===== src/rtl/uspw_pkg.sv =====
package uspw_pkg;
    localparam int unsigned COORD_W = 10;
    localparam int unsigned VALUE_W = 32;
    localparam int unsigned RUN_W   = 11;
    localparam int unsigned CFG_IDX_W = 1;
    localparam logic [CFG_IDX_W-1:0] CFG_GRID_SIZE   = 1'd0;
    localparam logic [CFG_IDX_W-1:0] CFG_START_VALUE = 1'd1;
    typedef logic [VALUE_W-1:0] value_t;
    typedef logic [COORD_W-1:0] coord_t;
    // Request and response between the top level and the primality tester.
    typedef struct packed {
        logic   start;
        value_t value;
    } prime_req_t;
    typedef struct packed {
        logic done;
        logic prime;
    } prime_rsp_t;
endpackage


===== src/rtl/uspw_divider.sv =====
// Restoring remainder unit: one quotient bit per cycle.
module uspw_divider (
    input  logic             aclk,
    input  logic             aresetn,
    input  logic             start,
    input  uspw_pkg::value_t dividend,
    input  uspw_pkg::value_t divisor,
    output logic             done,
    output logic             rem_zero
);
    import uspw_pkg::*;

    localparam int unsigned CNT_W = $clog2(VALUE_W + 1);

    logic [VALUE_W:0]   rem_reg, rem_next;
    value_t             quo_reg, quo_next;
    value_t             dsr_reg, dsr_next;
    logic [CNT_W-1:0]   cnt_reg, cnt_next;
    logic               busy_reg, busy_next;
    logic               done_reg, done_next;
    logic [VALUE_W:0]   shifted;
    logic [VALUE_W:0]   diff;

    // One shift and trial subtract per cycle while busy.
    always_comb begin
        shifted   = {rem_reg[VALUE_W-1:0], quo_reg[VALUE_W-1]};
        diff      = shifted - {1'b0, dsr_reg};
        rem_next  = rem_reg;
        quo_next  = quo_reg;
        dsr_next  = dsr_reg;
        cnt_next  = cnt_reg;
        busy_next = busy_reg;
        done_next = 1'b0;
        if (start) begin
            rem_next  = '0;
            quo_next  = dividend;
            dsr_next  = divisor;
            cnt_next  = CNT_W'(VALUE_W);
            busy_next = 1'b1;
        end else if (busy_reg) begin
            rem_next = diff[VALUE_W] ? shifted : diff;
            quo_next = {quo_reg[VALUE_W-2:0], 1'b0};
            cnt_next = cnt_reg - 1'b1;
            if (cnt_reg == CNT_W'(1)) begin
                busy_next = 1'b0;
                done_next = 1'b1;
            end
        end
    end

    always_ff @(posedge aclk) begin
        if (!aresetn) begin
            busy_reg <= 1'b0;
            done_reg <= 1'b0;
            cnt_reg  <= '0;
        end else begin
            busy_reg <= busy_next;
            done_reg <= done_next;
            cnt_reg  <= cnt_next;
        end
        rem_reg <= rem_next;
        quo_reg <= quo_next;
        dsr_reg <= dsr_next;
    end

    assign done     = done_reg;
    assign rem_zero = (rem_reg == '0);
endmodule


===== src/rtl/uspw_prime_seq.sv =====
// Trial-division sequencer driving its own remainder unit.
module uspw_prime_seq (
    input  logic                 aclk,
    input  logic                 aresetn,
    input  uspw_pkg::prime_req_t req,
    output uspw_pkg::prime_rsp_t rsp
);
    import uspw_pkg::*;

    typedef enum logic [2:0] {
        S_IDLE, S_SQ_MUL, S_SQ_CMP, S_DIV_START, S_DIV_WAIT, S_DONE
    } state_t;

    // The candidate never passes the square root of a 32-bit value by more than six,
    // so 18 bits hold it and its square fits in 36 bits.
    state_t         state_reg;
    value_t         num_reg;
    logic [17:0]    cand_reg;
    logic [35:0]    sq_reg;
    logic           plus2_reg;
    logic           prime_reg;
    logic           div_start;
    logic           div_done;
    logic           div_zero;
    value_t         divisor;

    assign divisor   = {14'd0, cand_reg};
    assign div_start = (state_reg == S_DIV_START);

    uspw_divider u_div (
        .aclk     (aclk),
        .aresetn  (aresetn),
        .start    (div_start),
        .dividend (num_reg),
        .divisor  (divisor),
        .done     (div_done),
        .rem_zero (div_zero)
    );

    // Divisors run 2, 3, then 5, 7, 11, 13 ... while the square stays in range.
    always_ff @(posedge aclk) begin
        if (!aresetn) begin
            state_reg <= S_IDLE;
            prime_reg <= 1'b0;
        end else begin
            unique case (state_reg)
                S_IDLE: begin
                    if (req.start) begin
                        num_reg   <= req.value;
                        if (req.value < 32'd4) begin
                            prime_reg <= (req.value > 32'd1);
                            state_reg <= S_DONE;
                        end else begin
                            prime_reg <= 1'b1;
                            cand_reg  <= 18'd2;
                            plus2_reg <= 1'b0;
                            state_reg <= S_DIV_START;
                        end
                    end
                end
                S_SQ_MUL: begin
                    sq_reg    <= cand_reg * cand_reg;
                    state_reg <= S_SQ_CMP;
                end
                S_SQ_CMP: begin
                    if (sq_reg > {4'd0, num_reg}) begin
                        state_reg <= S_DONE;
                    end else begin
                        state_reg <= S_DIV_START;
                    end
                end
                S_DIV_START: begin
                    state_reg <= S_DIV_WAIT;
                end
                S_DIV_WAIT: begin
                    if (div_done) begin
                        if (div_zero) begin
                            prime_reg <= 1'b0;
                            state_reg <= S_DONE;
                        end else if (cand_reg == 18'd2) begin
                            cand_reg  <= 18'd3;
                            state_reg <= S_DIV_START;
                        end else if (cand_reg == 18'd3) begin
                            cand_reg  <= 18'd5;
                            plus2_reg <= 1'b1;
                            state_reg <= S_SQ_MUL;
                        end else if (plus2_reg) begin
                            cand_reg  <= cand_reg + 18'd2;
                            plus2_reg <= 1'b0;
                            state_reg <= S_DIV_START;
                        end else begin
                            cand_reg  <= cand_reg + 18'd4;
                            plus2_reg <= 1'b1;
                            state_reg <= S_SQ_MUL;
                        end
                    end
                end
                S_DONE: begin
                    state_reg <= S_IDLE;
                end
                default: begin
                    state_reg <= S_IDLE;
                end
            endcase
        end
    end

    assign rsp.done  = (state_reg == S_DONE);
    assign rsp.prime = prime_reg;
endmodule


===== src/rtl/ulam_spiral_prime_walker_unit.sv =====
// Channel | Direction | Ports
// input   | in        | s_valid, s_ready, s_restart
// result  | out       | m_valid, m_ready, m_cell_x, m_cell_y, m_cell_value, m_is_prime, m_last
// config  | in        | cfg_valid, cfg_ready, cfg_index, cfg_data
// An item producing a result runs one remainder-unit division per trial divisor,
// so a large prime, which tries every divisor up to its square root, takes longest.
// An item that produces no result passes from idle through the move state back to idle.
// Reset is synchronous, active low; the walk is idle after reset.
// The block takes no new word while one is in work or a result waits.
module ulam_spiral_prime_walker_unit #(
    parameter int unsigned GRID_MAX = 1023
) (
    input  logic                              aclk,
    input  logic                              aresetn,
    input  logic                              s_valid,
    output logic                              s_ready,
    input  logic                              s_restart,
    output logic                              m_valid,
    input  logic                              m_ready,
    output logic [uspw_pkg::COORD_W-1:0]      m_cell_x,
    output logic [uspw_pkg::COORD_W-1:0]      m_cell_y,
    output logic [uspw_pkg::VALUE_W-1:0]      m_cell_value,
    output logic                              m_is_prime,
    output logic                              m_last,
    input  logic                              cfg_valid,
    output logic                              cfg_ready,
    input  logic [uspw_pkg::CFG_IDX_W-1:0]    cfg_index,
    input  logic [uspw_pkg::VALUE_W-1:0]      cfg_data
);
    import uspw_pkg::*;

    localparam int unsigned GM = (GRID_MAX > 1023) ? 1023 : GRID_MAX;
    localparam logic [COORD_W-1:0] GRID_LIM = COORD_W'(GM);

    typedef enum logic [1:0] {S_IDLE, S_MOVE, S_TEST, S_OUT} state_t;

    state_t             state_reg;
    logic [COORD_W-1:0] grid_reg;
    value_t             startv_reg;
    coord_t             px_reg, py_reg;
    logic [1:0]         head_reg;
    logic [RUN_W-1:0]   rlen_reg, rprog_reg;
    value_t             nval_reg;
    logic               active_reg;
    logic               restart_reg;
    value_t             oval_reg;
    logic               oprime_reg;
    logic               olast_reg;
    prime_req_t         preq;
    prime_rsp_t         prsp;
    logic [COORD_W-1:0] side;
    logic [COORD_W:0]   tx, ty;
    logic               tgt_in;
    logic [RUN_W-1:0]   prog_inc;

    // Effective side length and the next target cell.
    always_comb begin
        side = ((grid_reg > GRID_LIM) ? GRID_LIM : grid_reg) | COORD_W'(1);
        tx = {1'b0, px_reg};
        ty = {1'b0, py_reg};
        unique case (head_reg)
            2'd0: tx = {1'b0, px_reg} + 1'b1;
            2'd1: ty = {1'b0, py_reg} - 1'b1;
            2'd2: tx = {1'b0, px_reg} - 1'b1;
            default: ty = {1'b0, py_reg} + 1'b1;
        endcase
        tgt_in   = (tx < {1'b0, side}) && (ty < {1'b0, side});
        prog_inc = rprog_reg + 1'b1;
    end

    assign preq.start = (state_reg == S_MOVE) && (restart_reg || (active_reg && tgt_in));
    assign preq.value = restart_reg ? startv_reg : nval_reg;

    uspw_prime_seq u_prime (
        .aclk    (aclk),
        .aresetn (aresetn),
        .req     (preq),
        .rsp     (prsp)
    );

    // Walk sequencer with the result register.
    always_ff @(posedge aclk) begin
        if (!aresetn) begin
            state_reg  <= S_IDLE;
            grid_reg   <= COORD_W'(1);
            startv_reg <= 32'd1;
            px_reg     <= '0;
            py_reg     <= '0;
            head_reg   <= '0;
            rlen_reg   <= RUN_W'(1);
            rprog_reg  <= '0;
            nval_reg   <= '0;
            active_reg <= 1'b0;
        end else begin
            if (cfg_valid && cfg_ready) begin
                unique case (cfg_index)
                    CFG_GRID_SIZE:   grid_reg   <= cfg_data[COORD_W-1:0];
                    CFG_START_VALUE: startv_reg <= cfg_data;
                    default: ;
                endcase
            end
            unique case (state_reg)
                S_IDLE: begin
                    if (s_valid) begin
                        restart_reg <= s_restart;
                        state_reg   <= S_MOVE;
                    end
                end
                S_MOVE: begin
                    if (restart_reg) begin
                        px_reg     <= side >> 1;
                        py_reg     <= side >> 1;
                        head_reg   <= '0;
                        rlen_reg   <= RUN_W'(1);
                        rprog_reg  <= '0;
                        active_reg <= 1'b1;
                        oval_reg   <= startv_reg;
                        nval_reg   <= startv_reg + 1'b1;
                        state_reg  <= S_TEST;
                    end else if (!active_reg) begin
                        state_reg <= S_IDLE;
                    end else if (!tgt_in) begin
                        active_reg <= 1'b0;
                        state_reg  <= S_IDLE;
                    end else begin
                        px_reg <= tx[COORD_W-1:0];
                        py_reg <= ty[COORD_W-1:0];
                        if (prog_inc == rlen_reg) begin
                            rprog_reg <= '0;
                            if (head_reg[0]) rlen_reg <= rlen_reg + 1'b1;
                            head_reg <= head_reg + 1'b1;
                        end else begin
                            rprog_reg <= prog_inc;
                        end
                        oval_reg  <= nval_reg;
                        nval_reg  <= nval_reg + 1'b1;
                        state_reg <= S_TEST;
                    end
                end
                S_TEST: begin
                    if (prsp.done) begin
                        oprime_reg <= prsp.prime;
                        olast_reg  <= !tgt_in;
                        state_reg  <= S_OUT;
                    end
                end
                S_OUT: begin
                    if (m_ready) state_reg <= S_IDLE;
                end
                default: state_reg <= S_IDLE;
            endcase
        end
    end

    assign s_ready      = (state_reg == S_IDLE);
    assign cfg_ready    = 1'b1;
    assign m_valid      = (state_reg == S_OUT);
    assign m_cell_x     = px_reg;
    assign m_cell_y     = py_reg;
    assign m_cell_value = oval_reg;
    assign m_is_prime   = oprime_reg;
    assign m_last       = olast_reg;
endmodule


===== config.mk =====
export PLATFORM = sky130hd
export DESIGN_NAME = ulam_spiral_prime_walker_unit
export DESIGN_NICKNAME = d
export VERILOG_FILES = /design/src/rtl/uspw_pkg.sv /design/src/rtl/uspw_divider.sv /design/src/rtl/uspw_prime_seq.sv /design/src/rtl/ulam_spiral_prime_walker_unit.sv
export SDC_FILE = /design/constraint.sdc
export NUM_CORES = 1
export LEC_CHECK = 0
export ABC_AREA = 1
export BUFFER_PORTS_ARGS = -buffer_cell sky130_fd_sc_hd__clkbuf_2
export CAP_MARGIN = 20
export CELL_PAD_IN_SITES_DETAIL_PLACEMENT = 0
export CELL_PAD_IN_SITES_GLOBAL_PLACEMENT = 1
export CORE_MARGIN = 10
export CORE_UTILIZATION = 24
export CTS_CLUSTER_DIAMETER = 50
export DETAILED_ROUTE_END_ITERATION = 6
export MAX_ROUTING_LAYER = met4
export PLACE_DENSITY = 0.45
export SETUP_SLACK_MARGIN = 0.3
export SKIP_CTS_REPAIR_TIMING = 1
export SLEW_MARGIN = 25
export SYNTH_ARGS = -nofsm -noshare
export SYNTH_HDL_FRONTEND = slang
export SYNTH_HIERARCHICAL = 1
export SYNTH_SLANG_ARGS = --single-unit

===== constraint.sdc =====
create_clock -name aclk -period 7.71 [get_ports aclk]
set_clock_uncertainty 0.15 [all_clocks]
set_input_delay 0.771 -clock aclk [delete_from_list [all_inputs] [get_ports aclk]]
set_output_delay 0.771 -clock aclk [all_outputs]
set_load 0.005 [all_outputs]

**Yosys cells after proc, flatten, opt, wreduce, memory -nomap -nowiden**

Index checks and enable logic that the tools add are counted.

- Equal/unequal tests: 23
- Reduce and logical (&&, ||, !) cells: 33
- Bitwise gates (word level): 3
- Order comparisons: 6
- Muxes and demuxes: 78
- Add/sub/neg operators: 13
- Multipliers: 1

Operator list:

| kind | count |
|---|---|
| $mux W32 | 9 |
| $mux W18 | 7 |
| $mux W11 | 9 |
| $mux W10 | 7 |
| $add A32 B1 Y32 const B | 2 |
| $pmux W11 S2 | 2 |
| $eq A18 B2 Y1 const B | 2 |
| $gt A36 B32 Y1 | 1 |
| $mul A18 B18 Y36 | 1 |
| $pmux W18 S2 | 1 |
| $logic_not A33 Y1 | 1 |
| $mux W33 | 1 |
| $sub A33 B18 Y33 | 1 |
| $gt A32 B1 Y1 const B | 1 |
| $lt A32 B3 Y1 const B | 1 |
| $add A10 B1 Y11 const B | 2 |
| $add A11 B1 Y11 const B | 2 |
| $lt A11 B10 Y1 | 2 |
| $mux W2 | 11 |
| $sub A10 B1 Y11 const B | 2 |
| $mux W3 | 7 |
| $add A18 B2 Y18 const B | 1 |
| $add A18 B3 Y18 const B | 1 |
| $mux W1 | 18 |
| 31 further kinds | 65 |

- Output and inout port bits: 57
- Word-level logic and storage cells: 184
- Input port bits: 39
- Flip-flop bits (word level): 338

**Depth between registers and ports, before layout**

- Depth in word-level cells: 10
- Mapped depth: 33
- Mapped depth without buffers: 30

**Cells and area by module**

The synthesis kept the hierarchy.

Modules (own cells, without submodules):

| module | times used | sequential area each (um^2) | cells an instance | area each (um^2) |
|---|---|---|---|---|
| uspw_prime_seq | 1 | 2662.6 | 1565 | 13787.0 |
| ulam_spiral_prime_walker_unit | 1 | 3453.3 | 1312 | 9097.5 |
| uspw_divider | 1 | 2742.6 | 970 | 6729.0 |

**Least setup slack after synthesis**

OpenSTA, ideal clock, no wires.

- Path type: reg-to-reg
- Start point: reg head_reg[0]
- End point: reg u_prime.prime_reg
- Path buffers: 3
- Library setup time: 81 ps
- Path slack: 1608 ps
- Cell stages (with the launch flop): 29
- Required time: 7479 ps
- Period minus slack after synthesis: 6102 ps
- Arrival: 5872 ps
- Path through: dfxtp_1 -> inv_1 -> ha_1 -> buf_4 -> xor2_1 -> ha_1 -> inv_1 -> nand2_1 -> nand3_1 -> nand2_1 -> nand2_1 -> xor2_1 -> o21ai_0 -> ha_1 -> nand2_1 -> inv_1 -> nor3_1 -> nand2_1 -> nand2_1 -> nand2_1 -> nand2_1 -> nand4_2 -> nand2_2 -> buf_6 -> buf_8 -> inv_1 -> nor3_1 -> o21ai_0 -> o21ai_1

RTL lines:

| item | line | source |
|---|---|---|
| start: declaration | ulam_spiral_prime_walker_unit.sv:41 | `logic [1:0] head_reg;` |
| start signal: assignment | ulam_spiral_prime_walker_unit.sv:131 | `head_reg <= head_reg + 1'b1;` |
| end signal: assignment | uspw_prime_seq.sv:51 | `prime_reg <= (req.value > 32'd1);` |
| end: declaration | uspw_prime_seq.sv:21 | `logic prime_reg;` |

**Worst setup path after layout**

- Start point: reg u_prime.cand_reg[9]
- End point: reg u_prime.sq_reg[32], data pin

- Cells in the longest elaborated chain, start to end: 1

Ends and longest elaborated chain:

| item | line | source |
|---|---|---|
| start: declaration | uspw_prime_seq.sv:18 | `logic [17:0] cand_reg;` |
| start signal: assignment | uspw_prime_seq.sv:88 | `cand_reg <= cand_reg + 18'd2;` |
| start signal: assignment | uspw_prime_seq.sv:92 | `cand_reg <= cand_reg + 18'd4;` |
| $mul A18 B18 Y36 | uspw_prime_seq.sv:62 | `sq_reg <= cand_reg * cand_reg;` |
| end signal: assignment | uspw_prime_seq.sv:62 |  |
| end: declaration | uspw_prime_seq.sv:19 | `logic [35:0] sq_reg;` |

Every way passes these cells.
A chain may end at the register's enable or synchronous reset.

==> flow_summary.yaml <==
outcome:
  status: "completed"
finish:
  drive_gt1_share_pct: 9.93
  fillerInstances: 13500
  largest_register_ffs: 35
  syn_to_final_growth_pct: 15.5
  instances_no_fill: 5633
  final_nets: 4420
synthesis:
  synth_cell_types: 67
  synth-seq-cells: 350
  synthesis.instances: 3847
  async_flop_share_pct: 0
  avgSynthCellArea_um2: 7.70
  synth_area_leaders: "edfxtp_1, fa_1, nand2_1"
  synth_top_area_share_pct: 18.8
  synth_area_um2: 29600
  seq_area_frac_synth_pct: 29.9
  yosys_warnings: 6
  post-synth-top-area-cell: "edfxtp_1"
  synth_edf_count: 185
  synth_ff_type: "edfxtp_1"
grt:
  grt_overflow: 0
  antenna_found_initial: 1
  grt_usage_pct: 14.3
  grt_pass1_wl_um: 148000
  grt_pass1_vias: 24800
  grt_max_degree: 65
sta:
  tns_ns: 0
  finalHoldViolations: 0
  period_needed_ns: 6.64
  setup_viol: 0
  worstMarginPinSlew_ns: 1.03
  fin_hold_ws_ns: 0.204
  slew-limit-headroom_pct: 31.4
  rsz0062_at_grt: "no"
  drv_slew: 0
  max_freq_mhz: 151
  final.period_utilization_pct: 86.1
worst_setup_path:
  crit_arrival_ns: 6.88
  reg2reg_from: "u_prime/cand_reg[9]"
  endpoint_kind: "register"
  crit_required_ns: 7.94
  r2r_end: "u_prime/sq_reg[32]"
  cp-start-kind: "register"
  worst-r2r-cell-count: 19
  setup.worst_path.start: "u_prime/cand_reg[9]"
  cp_max_fo: 19
  reg2reg_slack_ns: 1.07
  worst-setup-path-type: "reg -> reg"
detailed_routing:
  avgRoutedWirePerCell_um: 16.8
  drtAntennaViolNets: 0
  wl_met3_um: 2800
  route.detailed.drc: 0
  drt_wl_total_um: 94500
  vias: 23700
  wl_met1_um: 46000
  wl_met2_um: 44000
  routed.top_layer: "met4"
  via_per_inst: 4.21
  drtIter0Drc: 1131
  dr.pass1.iters: 5
min_path:
  holdCritStartpoint: "s_restart"
  hold_depth: 1
  hold_path_class: "in -> reg"
  hold-path-endpoint: "restart_reg"
clock_network:
  cts_sinks: 350
  root_buffer: "clkbuf_16"
  clk_latency_ns: 0.65
  clk_path_buf_depth: 3
  path_clk_slew_ns: 0.05
  tritoncts: "yes"
  cts_buffers: 70
  htreeDepth: 3
placed_design:
  dp.cells: 5503
  globalplace.congestion: 0.786
  portBuffers: 94
  hpwl_um: 74300
floorplanning:
  io_pins: 96
  rows: 128
  start_util_pct: 24.2
  die_x_um: 371
  die_h_um: 371
  die_area_um2: 138000
  core_area_um2: 122000
flow_run:
  cap_violations: 0
==> cell families (layout without fill, tap and decap cells) <==
logic type	count (synthesis)	after routing	synth area share (%)
AND/OR/NAND/NOR	1682	1682	23.8
AO/OA/AOI/OAI	398	398	7.45
buffers and inverters	879	1026	11.9
adder cells (fa/ha/maj)	431	431	23.9
flip-flops	350	350	29.9
XOR/XNOR	105	105	3.11
other	2	16	0.0254
==> Yosys cell counts (all sizes together), types with 2 or more instances <==
library cell	n
o21bai	7
fa	223
o31ai	2
or2	24
a31oi	5
xnor2	30
nand3	117
a21o	6
a21oi	148
dfxtp	165
inv	768
o22ai	5
and3	2
ha	208
a211oi	2
edfxtp	185
nor3	43
a21boi	3
nor4	18
o21ai	204
o211ai	7
nand2	1057
nand3b	2
conb	2
and2	2
clkbuf	46
nand4	30
buf	63
nor2	385
clkinv	2
o21a	4
xor2	75
==> placed cells by master (no fill, tap or decap), types with 6 or more instances in the layout <==
master	count
nand2_1	1027
inv_1	742
nor2_1	358
fa_1	223
ha_1	208
edfxtp_1	185
dfxtp_1	165
o21ai_0	158
a21oi_1	141
nand3_1	108
clkbuf_2	94
xor2_1	75
clkbuf_16	71
nor3_1	34
buf_4	32
o21ai_1	30
xnor2_1	30
nand2_2	29
nand4_1	27
inv_2	25
nor2_2	21
or2_2	20
o21ai_2	15
nor4_1	15
conb_1	15
clkinv_2	13
inv_6	10
nand3_2	8
clkbuf_1	8
nor3_2	8
o211ai_1	7
o21bai_1	7
a21oi_2	7
clkinvlp_4	7
a21o_1	6
==> per-stage QoR <==
stage	setup slack [ns]	util, %	instance area, um2
finish	1.07	28.0	34200
global route	0.725	28.0	34200
CTS	1.10	28.0	34200
detailed placement	1.13	26.0	31800
global placement	1.18	26.0	31800
floorplan	1.61	-	29700
==> how the worst max path moves through the flow <==
stage | endpoint | slack, ns
6_report | u_prime/sq_reg[32] | 1.07
4_1_cts | u_prime/sq_reg[20] | 1.10
3_3_place_gp | u_prime/sq_reg[20] | 1.18
3_5_place_dp | u_prime/sq_reg[20] | 1.13
5_1_grt | u_prime/sq_reg[28] | 0.73
2_1_floorplan | u_prime/prime_reg | 1.61
==> layer usage <==
metal,vias up,global-route usage [%]
li1,12100,-
met1,11300,18.9
met2,269,22.8
met3,97,2.14
met4,0,3.34
met5,-,-
==> worst max-delay path, cell delays in order, from the launching register on <==
cell and delay (ns):
edfxtp_1 0.97, nand2_1 0.31, inv_1 0.19, fa_1 0.45, fa_1 0.51, inv_1 0.06, fa_1 0.47, inv_1 0.05
fa_1 0.50, fa_1 0.55, inv_1 0.06, fa_1 0.53, inv_1 0.05, ha_1 0.42, nand4_1 0.15, nor2_1 0.22
nand4_1 0.20, nand3_1 0.27, a21oi_1 0.12, xor2_1 0.15
==> final cells by class <==
cell class	instances	area [um2]	share of cell area, %
repair buffers	127	731	2.14
multi-input cells	2631	17300	50.6
clock buffers	83	1860	5.45
clock inverters	46	499	1.46
flip-flops and latches	350	8860	25.9
well taps	1625	2030	5.95
inverters	770	2900	8.47
diodes	1	2.50	0.00732
Power is not shown: default switching activity piles up to over one toggle a cycle in this logic, so the estimate is an artifact.
